<file path="src/rtl/chtb_div.sv">
// Bit-serial restoring remainder unit: 32-bit dividend, one quotient bit per cycle.
`timescale 1ns / 1ps
`default_nettype none
module chtb_div #(
	parameter int unsigned DW = 13
) (
	input  wire logic          clk,
	input  wire logic          arst_n,
	input  wire logic          start,
	input  wire logic [31:0]   dividend,
	input  wire logic [DW-1:0] divisor,
	output logic               done,
	output logic [DW-1:0]      remainder
);

	logic [DW-1:0] rem_q;
	logic [31:0]   dvd_q;
	logic [DW-1:0] dvs_q;
	logic [5:0]    cnt_q;
	logic          busy_q;
	logic          done_q;
	logic [DW:0]   trial;
	logic [DW:0]   diff;

	always_comb begin
		trial = {rem_q, dvd_q[31]};
		diff  = trial - {1'b0, dvs_q};
	end

	always_ff @(posedge clk or negedge arst_n) begin
		if (!arst_n) begin
			busy_q <= 1'b0;
			done_q <= 1'b0;
			cnt_q  <= '0;
		end else begin
			done_q <= 1'b0;
			if (start) begin
				busy_q <= 1'b1;
				cnt_q  <= 6'd32;
			end else if (busy_q) begin
				cnt_q <= cnt_q - 6'd1;
				if (cnt_q == 6'd1) begin
					busy_q <= 1'b0;
					done_q <= 1'b1;
				end
			end
		end
	end

	always_ff @(posedge clk) begin
		if (start) begin
			rem_q <= '0;
			dvd_q <= dividend;
			dvs_q <= divisor;
		end else if (busy_q) begin
			dvd_q <= {dvd_q[30:0], 1'b0};
			if (trial >= {1'b0, dvs_q}) begin
				rem_q <= diff[DW-1:0];
			end else begin
				rem_q <= trial[DW-1:0];
			end
		end
	end

	assign done      = done_q;
	assign remainder = rem_q;

endmodule
`default_nettype wire

</file>
<file path="config.mk">
export PLATFORM = sky130hd
export DESIGN_NAME = chtb_div
export DESIGN_NICKNAME = d
export VERILOG_FILES = /design/src/rtl/chtb_div.sv
export SDC_FILE = /design/constraint.sdc
export NUM_CORES = 1
export LEC_CHECK = 0
export BUFFER_PORTS_ARGS = -buffer_cell sky130_fd_sc_hd__buf_2
export CORE_MARGIN = 2
export CORE_UTILIZATION = 60
export CTS_CLUSTER_SIZE = 14
export DETAILED_ROUTE_END_ITERATION = 10
export GPL_ROUTABILITY_DRIVEN = 0
export GPL_TIMING_DRIVEN = 0
export PLACE_DENSITY = 0.92
export REMOVE_ABC_BUFFERS = 1
export SLEW_MARGIN = 20
export SYNTH_ARGS = -nofsm -noshare
export SYNTH_HDL_FRONTEND = slang
export SYNTH_SLANG_ARGS = --single-unit
</file>
<file path="constraint.sdc">
create_clock -name clk -period 3.1 [get_ports clk]
set_clock_uncertainty 0.05 [all_clocks]
set_input_delay 0.465 -clock clk [delete_from_list [all_inputs] [get_ports clk]]
set_output_delay 0.465 -clock clk [all_outputs]
set_load 0.01 [all_outputs]
</file>
==> results of run 1 <==
where the power goes:
group          internal (µW)  switching (µW)  total (µW)
clock network            443             316         759
logic                    512             611        1120
registers               1120             128        1250
final timing paths:
| kind | start | endpoint | slack [ps] | cells past startpoint |
|---|---|---|---|---|
| max | remainder[4] | remainder[6] | 590 | 7 |
| min in group asynchronous | arst_n | cnt_q[5] | 440 | 2 |
| max reg2reg | remainder[4] | remainder[6] | 590 | 7 |
| min reg2reg | remainder[6] | remainder[6] | 460 | 2 |
| max in group asynchronous | arst_n | cnt_q[4] | 2370 | 2 |
| min | divisor[4] | dvs_q[4] | 240 | 1 |
synth_stat cells, drive strengths merged, types with 2 or more instances:
| library cell | number |
|---|---|
| a311oi | 4 |
| dfxtp | 13 |
| mux2 | 31 |
| nand4 | 4 |
| o21a | 2 |
| a21o | 2 |
| o21ai | 9 |
| xnor2 | 7 |
| dfrtp | 8 |
| a31oi | 3 |
| nor4 | 2 |
| and3 | 7 |
| buf | 5 |
| xor2 | 5 |
| nand3 | 5 |
| inv | 23 |
| o221ai | 2 |
| a211o | 2 |
| a21oi | 9 |
| o211ai | 2 |
| a211oi | 7 |
| o211a | 2 |
| nand2 | 13 |
| a41oi | 2 |
| o31ai | 2 |
| nor2 | 21 |
| mux2i | 2 |
| ha | 15 |
| clkbuf | 6 |
| nor2b | 3 |
| edfxtp | 45 |
| nor3 | 4 |
| or4 | 2 |
flip-flops by register name, indices dropped and copies added, names as in the netlist:
register	cells
busy_q	1
cnt_q	6
dvs_q	13
done	1
remainder	13
dvd_q	32
layout make-up:
| class | instances | area share |
|---|---|---|
| clock buffers | 9 | 0.0311 |
| clock inverters | 7 | 0.0211 |
| inverters | 23 | 0.0217 |
| multi-input cells | 186 | 0.369 |
| flip-flops and latches | 66 | 0.455 |
| well taps | 72 | 0.0226 |
| repair buffers | 62 | 0.0798 |
placed cells by master, fill, tap and decap left out, types with 3 or more instances in the layout:
master | synthesis | final
nand2_1 | 13 | 12
a311oi_1 | 4 | 4
xnor2_1 | 7 | 7
dfrtp_1 | 8 | 8
ha_1 | 15 | 15
a21oi_1 | 8 | 8
xor2_1 | 5 | 5
a31oi_1 | 3 | 3
edfxtp_1 | 45 | 45
and3_1 | 6 | 6
nand3_1 | 5 | 5
nor2_1 | 21 | 21
dfxtp_1 | 13 | 13
inv_1 | 23 | 23
o21ai_0 | 6 | 6
nor3_1 | 4 | 4
buf_2 | 0 | 60
nand4_1 | 4 | 4
mux2_2 | 31 | 31
a211oi_1 | 6 | 6
clkbuf_8 | 0 | 9
clkinv_1 | 0 | 3
nor2b_1 | 3 | 3
critical path: stages (launching register included):
cell and delay, ps:
dfxtp_1 360, ha_1 390, and3_1 230, a41oi_1 300, nand3_1 160, a21oi_2 540
o211ai_1 230, a21oi_1 190
metrics by stage:
| step | TNS [ps] | instances | util | total power, µW | hold WS [ps] |
|---|---|---|---|---|---|
| finish | 0 | 425 | 0.723 | 3130 | 241 |
| global route | 0 | 425 | 0.723 | 3310 | 238 |
| CTS | 0 | 425 | 0.723 | 3130 | 232 |
| detailed placement | 0 | 408 | 0.683 | 2360 | 270 |
| global placement | -13690 | 408 | 0.683 | 2310 | 268 |
| floorplan | 0 | 275 | - | 2070 | 119 |
repair_timing:
item	CTS	global route
hold endpoints to repair	8	0
buffers inserted	0	0
hold buffers	1	0
kinds of logic (layout without fill, tap and decap cells):
kind of cell               Yosys count  after routing  synth area share
DFF                                 66             66             0.531
and+or+nand+nor                     66             66            0.0953
xor gates and xnor gates            12             12            0.0308
adders and majority gates           16             16            0.0609
buffers and inverters               34            101            0.0396
muxes                               33             33             0.108
AOI/OAI and AO/OA                   59             59             0.134
per-layer routing:
metal / vias up / track usage / wire length [µm]
met3: 13 / 0.0758 / 523
met1: 1144 / 0.263 / 2740
met2: 94 / 0.377 / 3190
met4: 0 / 0.116 / 133
met5: - / 0 / 0
li1: 1193 / - / -
==> run_results.csv, run 1 <==
group,metric,value,unit
status,status,"complete, no violations",
placement,place_area,3760,µm²
route,viasPerCell,5.75,
synthesis,yosys_warnings,0,
setup_path,required,3320,ps
clock_tree,cts_buffer_depth,2,
sta,min_period_over_period,0.811,
layout,synthToLayoutAreaGrowth,16.7,%
clock_tree,clk_pin_slew_worst_paths,80,ps
route,drt_first_pass_iters,4,
die,fp.coreArea,5510,µm²
global_routing,first_global_vias,2450,
die,dieArea,6310,µm²
layout,fill_cells,404,
power,peakVddDrop,0.472,mV
sta,period_needed,2510,ps
clock_tree,cts_tree,"built",
layout,multiInputGateArea,1470,µm²
layout,nets,412,
layout,stdcell_area,3980,µm²
layout,layout-drive-gt1-share,0.323,
power,p_per_area,787,nW/µm²
synthesis,syn_inst,286,
route,routedWlPerCell,15.5,µm
die,die-width,79.4,µm
run,cap_viol_max_count,0,
sta,max_freq,0.398,GHz
synthesis,ys_seq_area_frac,0.531,
setup_path,crit_type,"flop to flop",
synthesis,synth_edf_count,45,
sta,hold_viol_final,0,
sta,layout_setup_ws,586,ps
sta,grt_setup_unrepaired,"no",
global_routing,grt.total_usage,0.227,
synthesis,async_reset_ff_frac,0.121,
die,start_util,0.620,
setup_path,endpoint_kind,"flop",
die,io_pins,62,
power,p_leak,0.00175,µW
synthesis,synthFlopType,"edfxtp_1",
layout,seqCellArea,1810,µm²
clock_tree,cts-htree-levels,3,
sta,worst_pin_slew,892,ps
synthesis,synth.area.top_cells,"edfxtp_1, mux2_2, dfxtp_1, dfrtp_1, ha_1",
setup_path,cp_max_fo,12,
setup_path,startpoint_type,"flop",
worst_hold_path,holdCritPathClass,"input pin to flop",
route,ant_nets,0,
global_routing,antenna_found_initial,0,
synthesis,synth-seq-cells,66,
clock_tree,post_cts_resized,0,
sta,max-slew-margin-rel,0.406,
clock_tree,root_buffer,"clkbuf_8",
synthesis,syn_area_per_cell,11.9,µm²
clock_tree,worstSkewPairLatency,340,ps
synthesis,synth_top_cell_by_area,"edfxtp_1",
synthesis,syn_area,3410,µm²
sta,setup_viol,0,
synthesis,ys_types,56,
route,wl,6590,µm
placement,place.port_buffers,61,
die,num_rows,27,
global_routing,grt_first_pass_wirelength,10800,µm
route,drt-initial-drc-count,170,
placement,pre_cts_ws,523,ps
global_routing,grt.overflow.total,0,
clock_tree,cts_sinks,66,
placement,dp_hpwl,4410,µm
sta,drv_slew,0,
global_routing,grt_max_degree,63,
route,via_count,2444,
synthesis,synth_top_area_share,0.396,
setup_path,arrival,2730,ps
die,die_h,79.4,µm
route,route.detailed.drc,0,
layout,num_antenna_cells,0,
clock_tree,numCtsBuffers,9,
Note: power is estimated with default switching activity, not from simulation.
==> inputs of run 2 (changes only) <==
--- a/config.mk
+++ b/config.mk
@@ -7,12 +7,12 @@
 export LEC_CHECK = 0
 export BUFFER_PORTS_ARGS = -buffer_cell sky130_fd_sc_hd__buf_2
 export CORE_MARGIN = 2
-export CORE_UTILIZATION = 60
+export CORE_UTILIZATION = 50
 export CTS_CLUSTER_SIZE = 14
 export DETAILED_ROUTE_END_ITERATION = 10
 export GPL_ROUTABILITY_DRIVEN = 0
 export GPL_TIMING_DRIVEN = 0
-export PLACE_DENSITY = 0.92
+export PLACE_DENSITY = 0.83
 export REMOVE_ABC_BUFFERS = 1
 export SLEW_MARGIN = 20
 export SYNTH_ARGS = -nofsm -noshare
==> constraint.sdc (replaced) <==
create_clock -name clk -period 2.1 [get_ports clk]
set_clock_uncertainty 0.05 [all_clocks]
set_input_delay 0.315 -clock clk [delete_from_list [all_inputs] [get_ports clk]]
set_output_delay 0.315 -clock clk [all_outputs]
set_load 0.01 [all_outputs]
==> run 2 against run 1 <==
Against the previous run: the run now ends with negative setup slack left; cell area increased by 11%; die area increased by 19%; critical path depth increased by 3; setup slack got worse by 650 ps; total power increased by 74%; clock-buffer cell count unchanged; core utilization decreased by 6.4 points; sequential power increased by 51%; non-clock buffer count increased by 18; wire length increased by 18%; clock power increased by 55%.
==> run_results.csv, run 2 (same netlist as run 1, synthesis figures left out) <==
group,metric,value,unit
route,drt-initial-drc-count,158,
global_routing,use_met1,0.236,
die,die_h,86.6,µm
sta,drv_slew,0,
clock_tree,numCtsBuffers,9,
worst_hold_path,holdCritPathClass,"input pin to flop",
setup_path,crit_start,"dvd_q[31]",
layout,num_antenna_cells,0,
route,route.detailed.drc,0,
status,status,"complete, but fails checks",
clock_tree,cts-htree-levels,3,
status,violations,"negative setup slack",
global_routing,grt.overflow.total,0,
route,viasPerCell,5.83,
layout,regMostFlops,"dvd_q",
die,dieArea,7500,µm²
sta,max-slew-margin-rel,0.503,
global_routing,globalRouteMet3Util,0.102,
global_routing,grt_first_pass_wirelength,11600,µm
sta,setup_viol,9,
sta,layout_setup_ws,-62.7,ps
die,start_util,0.511,
sta,worst_pin_slew,746,ps
power,p_total,5450,µW
worst_hold_path,hold_start,"divisor[1]",
setup_path,endpoint_kind,"flop",
global_routing,antenna_found_initial,0,
placement,dp_hpwl,4420,µm
clock_tree,clk_pin_slew_worst_paths,70,ps
layout,layout-drive-gt1-share,0.447,
power,p_leak,0.00187,µW
global_routing,grt_max_degree,63,
die,die-width,86.6,µm
placement,place_area,3770,µm²
layout,fill_cells,473,
setup_path,worstPathCellList,"inv_2, ha_2, fa_2, nor2b_4, o21ai_4, nand3_2, a21oi_4, buf_6, or4_4, o311ai_2",
setup_path,arrival,2380,ps
global_routing,grt_busiest_layer,"met2",
layout,layout_commonest_cell,"buf_2",
clock_tree,root_buffer,"clkbuf_8",
route,wl,7800,µm
sta,max_freq,0.462,GHz
route,ant_nets,0,
power,peakVddDrop,0.535,mV
setup_path,rr_startpoint,"dvd_q[31]",
global_routing,first_global_vias,2510,
clock_tree,cts_tree,"built",
setup_path,rrSetupSlack,-60,ps
sta,period_needed,2160,ps
die,fp.coreArea,6680,µm²
layout,nets,430,
route,via_count,2631,
sta,hold_viol_final,0,
layout,synthToLayoutAreaGrowth,29.1,%
clock_tree,cts_buffer_depth,2,
setup_path,crit_type,"flop to flop",
clock_tree,worstSkewPairLatency,360,ps
route,drt_first_pass_iters,4,
power,p_per_area,1240,nW/µm²
sta,min_period_over_period,1.03,
layout,layout_common_cells,"buf_2, edfxtp_1, mux2_2",
sta,grt_setup_unrepaired,"yes",
global_routing,grt.total_usage,0.206,
layout,stdcell_area,4410,µm²
route,routedWlPerCell,17.3,µm
setup_path,crit_path_max_incr_delay,410,ps
setup_path,required,2320,ps
run,cap_viol_max_count,0,
die,io_pins,62,
die,num_rows,30,
setup_path,slowest_stage,"or4_4",
global_routing,grtUsageMet2,0.334,
layout,largest_reg_flops,32,
setup_path,startpoint_type,"flop",
setup_path,cp_max_fo,4,
clock_tree,cts_sinks,66,
placement,place.port_buffers,61,
run 2: cell types whose count changed in the layout (fill, tap and decap cells not counted), sizes merged:
cell  before  now
buf       61   79
run 2: final timing paths:
| path | depth (start not counted) | end |
|---|---|---|
| min in group asynchronous | 2 | cnt_q[0] |
| max reg2reg | 10 | remainder[1] |
| min reg2reg | 2 | remainder[3] |
| min | 1 | dvs_q[1] |
| max | 10 | remainder[1] |
| max in group asynchronous | 2 | busy_q |
run 2: worst max-delay path: cells and delay by family, from the launching register on:
family	cells	cell delay [ps]
compound gates	3	240
fa+ha+maj	2	570
buf+inv	2	170
flops	1	350
simple gates	3	680
run 2: through the flow:
step | hold WS (ps) | setup slack [ps] | std cells | setup TNS [ps] | utilization
after global routing | 59.7 | -181 | 451 | -1800 | 0.659
after global placement | 119 | -1270 | 416 | -46200 | 0.564
final | 76.2 | -62.7 | 451 | -316 | 0.659
after CTS | 66.4 | -104 | 445 | -530 | 0.634
after detailed placement | 121 | -436 | 416 | -18480 | 0.565
after floorplan | -30.6 | -106 | 275 | -3440 | -
run 2: timing repair:
| item | in CTS | in global routing |
|---|---|---|
| hold endpoints to repair | 8 | 0 |
| setup buffers | 12 | 6 |
| hold buffers | 1 | 0 |
| resized for setup | 28 | 28 |
| endpoints found under the setup margin | 48 | 47 |
| pin swaps | 14 | 13 |
run 2: final cells by class:
cell class / instances / area, µm² / share of cell area
clock buffer: 9 / 124 / 0.0281
clock inverter: 7 / 93.8 / 0.0213
inverter: 23 / 86.3 / 0.0196
multi-input combinational: 186 / 1710 / 0.388
sequential: 66 / 1820 / 0.413
tap: 80 / 100 / 0.0227
timing repair buffer: 80 / 475 / 0.108
run 2: where the power goes:
group	internal, µW	total, µW	switching, µW
Sequential	1660	1890	230
Combinational	1220	2380	1160
Clock	665	1180	512
Total	3550	5450	1910
run 2: per-layer routing:
metal | vias to the layer above | routed length (µm)
met5 | - | 0
met3 | 19 | 529
met1 | 1288 | 3110
li1 | 1229 | -
met4 | 0 | 197
met2 | 95 | 3960
==> inputs of run 3 (changes only) <==
--- a/config.mk
+++ b/config.mk
@@ -14,6 +14,7 @@
 export GPL_TIMING_DRIVEN = 0
 export PLACE_DENSITY = 0.83
 export REMOVE_ABC_BUFFERS = 1
+export SETUP_SLACK_MARGIN = 0.05
 export SLEW_MARGIN = 20
 export SYNTH_ARGS = -nofsm -noshare
 export SYNTH_HDL_FRONTEND = slang
==> run 3 against run 2 <==
Against the previous run: the run still ends with negative setup slack left; first-iteration DRC count is 8.9% higher; largest cell class unchanged; critical path depth unchanged; clock power barely moved; worst hold slack hardly changed.
==> run_results.csv, run 3 (same netlist as run 1, synthesis figures left out) <==
group,metric,value,unit
status,status,"complete, but fails checks",
status,violations,"negative setup slack",
global_routing,grt.overflow.total,0,
layout,regMostFlops,"dvd_q",
setup_path,rr_startpoint,"dvs_q[11]",
layout,num_antenna_cells,0,
route,routedWlPerCell,17.7,µm
die,io_pins,62,
setup_path,cp_max_fo,6,
setup_path,r2r_cells,10,
sta,fin_tns_setup,-845,ps
setup_path,arrival,2440,ps
route,wl,8100,µm
run,cap_viol_max_count,0,
layout,layout_commonest_cell,"buf_2",
sta,max-slew-margin-rel,0.636,
placement,pre_cts_ws,-436,ps
setup_path,endpoint,"remainder[0]",
setup_path,crit_buf_inv,3,
route,via_count,2634,
layout,layout-drive-gt1-share,0.504,
sta,grt_setup_unrepaired,"yes",
die,dieArea,7500,µm²
sta,worst_pin_slew,545,ps
global_routing,grt_max_degree,63,
clock_tree,clk_pin_slew_worst_paths,80,ps
placement,place.port_buffers,61,
setup_path,crit_start,"dvs_q[11]",
die,num_rows,30,
worst_hold_path,holdCritPathClass,"input pin to flop",
route,drt-initial-drc-count,172,
power,peakVddDrop,0.536,mV
sta,drv_slew,0,
setup_path,crit_path_max_incr_delay,380,ps
setup_path,slowest_stage,"edfxtp_1",
clock_tree,cts-htree-levels,3,
clock_tree,cts_tree,"built",
setup_path,crit_type,"flop to flop",
die,die_h,86.6,µm
die,start_util,0.511,
route,ant_nets,0,
sta,max_freq,0.450,GHz
die,die-width,86.6,µm
setup_path,worst-path-stages,10,
sta,setup_viol,11,
route,viasPerCell,5.76,
sta,hold_viol_final,0,
power,p_leak,0.00191,µW
global_routing,first_global_vias,2597,
setup_path,endpoint_kind,"flop",
sta,period_needed,2220,ps
layout,largest_reg_flops,32,
clock_tree,cts_buffer_depth,2,
setup_path,timing.rr.end,"remainder[0]",
setup_path,rrSetupSlack,-120,ps
sta,min_period_over_period,1.06,
setup_path,required,2320,ps
global_routing,grt.total_usage,0.215,
clock_tree,worstSkewPairLatency,360,ps
layout,nets,436,
worst_hold_path,hold_start,"divisor[5]",
clock_tree,root_buffer,"clkbuf_8",
setup_path,worstPathCellList,"inv_2, ha_4, a21o_1, a211oi_2, buf_4, a21boi_4, o21ai_4, buf_6, and3_4, a311oi_2",
sta,layout_setup_ws,-123,ps
layout,fill_cells,465,
placement,dp_hpwl,4420,µm
route,route.detailed.drc,0,
global_routing,grt_first_pass_wirelength,12200,µm
setup_path,crit_family,"compound AO/OA/AOI/OAI gates",
layout,layout_common_cells,"buf_2, edfxtp_1, mux2_2",
setup_path,startpoint_type,"flop",
layout,synthToLayoutAreaGrowth,33.2,%
clock_tree,cts_sinks,66,
route,drt_first_pass_iters,4,
global_routing,antenna_found_initial,0,
die,fp.coreArea,6680,µm²
clock_tree,numCtsBuffers,9,
power,p_per_area,1250,nW/µm²
[run 3: changes by cell type in the layout (fill, tap and decap cells not counted), moves of 2 or more]
cell      previous run  this run
a211oi_1             5         3
ha_4                 7         5
a211oi_2             1         3
buf_4               13        16
nor2_2               0         3
ha_2                 1         3
nor2_1              21        18
a21oi_4              1         3
inv_1               21        19
a21oi_1              8         6
buf_6                6         9
a311oi_2             1         4
a311oi_1             3         0
[run 3: worst register-to-register path: cells and delay by family, from the launching register on]
kind	cells	cell delay, ps
compound gates	5	950
flops	1	380
buf+inv	3	370
fa+ha+maj	1	220
simple gates	1	170
[run 3: cell type report]
class	count	area, µm²	area share
multi-input combinational	186	1790	0.393
sequential	66	1820	0.400
inverter	23	90.1	0.0198
clock inverter	7	93.8	0.0207
tap	80	100	0.0220
clock buffer	9	124	0.0273
timing repair buffer	86	532	0.117
[run 3: how the worst min path moves through the flow]
stage / to / depth (start not counted) / slack (ps)
4_1_cts: dvs_q[10] / 1 / 70
6_report: dvs_q[5] / 1 / 80
3_3_place_gp: done / 1 / 120
2_1_floorplan: busy_q / 0 / -30
5_1_grt: dvs_q[6] / 1 / 60
3_5_place_dp: cnt_q[3] / 1 / 120
[run 3: through the flow]
stage / cell area [µm²] / utilization / total power (µW) / std cells / hold slack [ps]
finish: 4540 / 0.680 / 5660 / 457 / 76.5
CTS: 4310 / 0.645 / 5160 / 446 / 66.4
global placement: 3770 / 0.564 / 3420 / 416 / 119
global route: 4540 / 0.680 / 5920 / 457 / 59.3
detailed placement: 3770 / 0.565 / 3480 / 416 / 121
floorplan: 3360 / - / 3050 / 275 / -30.6
[run 3: routing by layer]
| metal | GRT usage | share of wire | vias to the layer above |
|---|---|---|---|
| li1 | - | - | 1244 |
| met1 | 0.244 | 0.41 | 1276 |
| met2 | 0.345 | 0.49 | 92 |
| met3 | 0.105 | 0.068 | 22 |
| met4 | 0.0923 | 0.029 | 0 |
| met5 | 0 | 0 | - |
[run 3: repair_timing]
item / in CTS / in global routing
cloned: 0 / 0
hold endpoints to repair: 8 / 0
resized for setup: 44 / 34
pin swaps: 20 / 19
endpoints found under the setup margin: 48 / 27
buffers inserted: 13 / 12
hold buffers: 1 / 0
[run 3: report_power, final]
group          internal [µW]  leakage [µW]  switching [µW]
clock network            665      0.000107             516
registers               1660      0.000672             221
logic                   1310       0.00113            1290
total                   3640       0.00191            2020
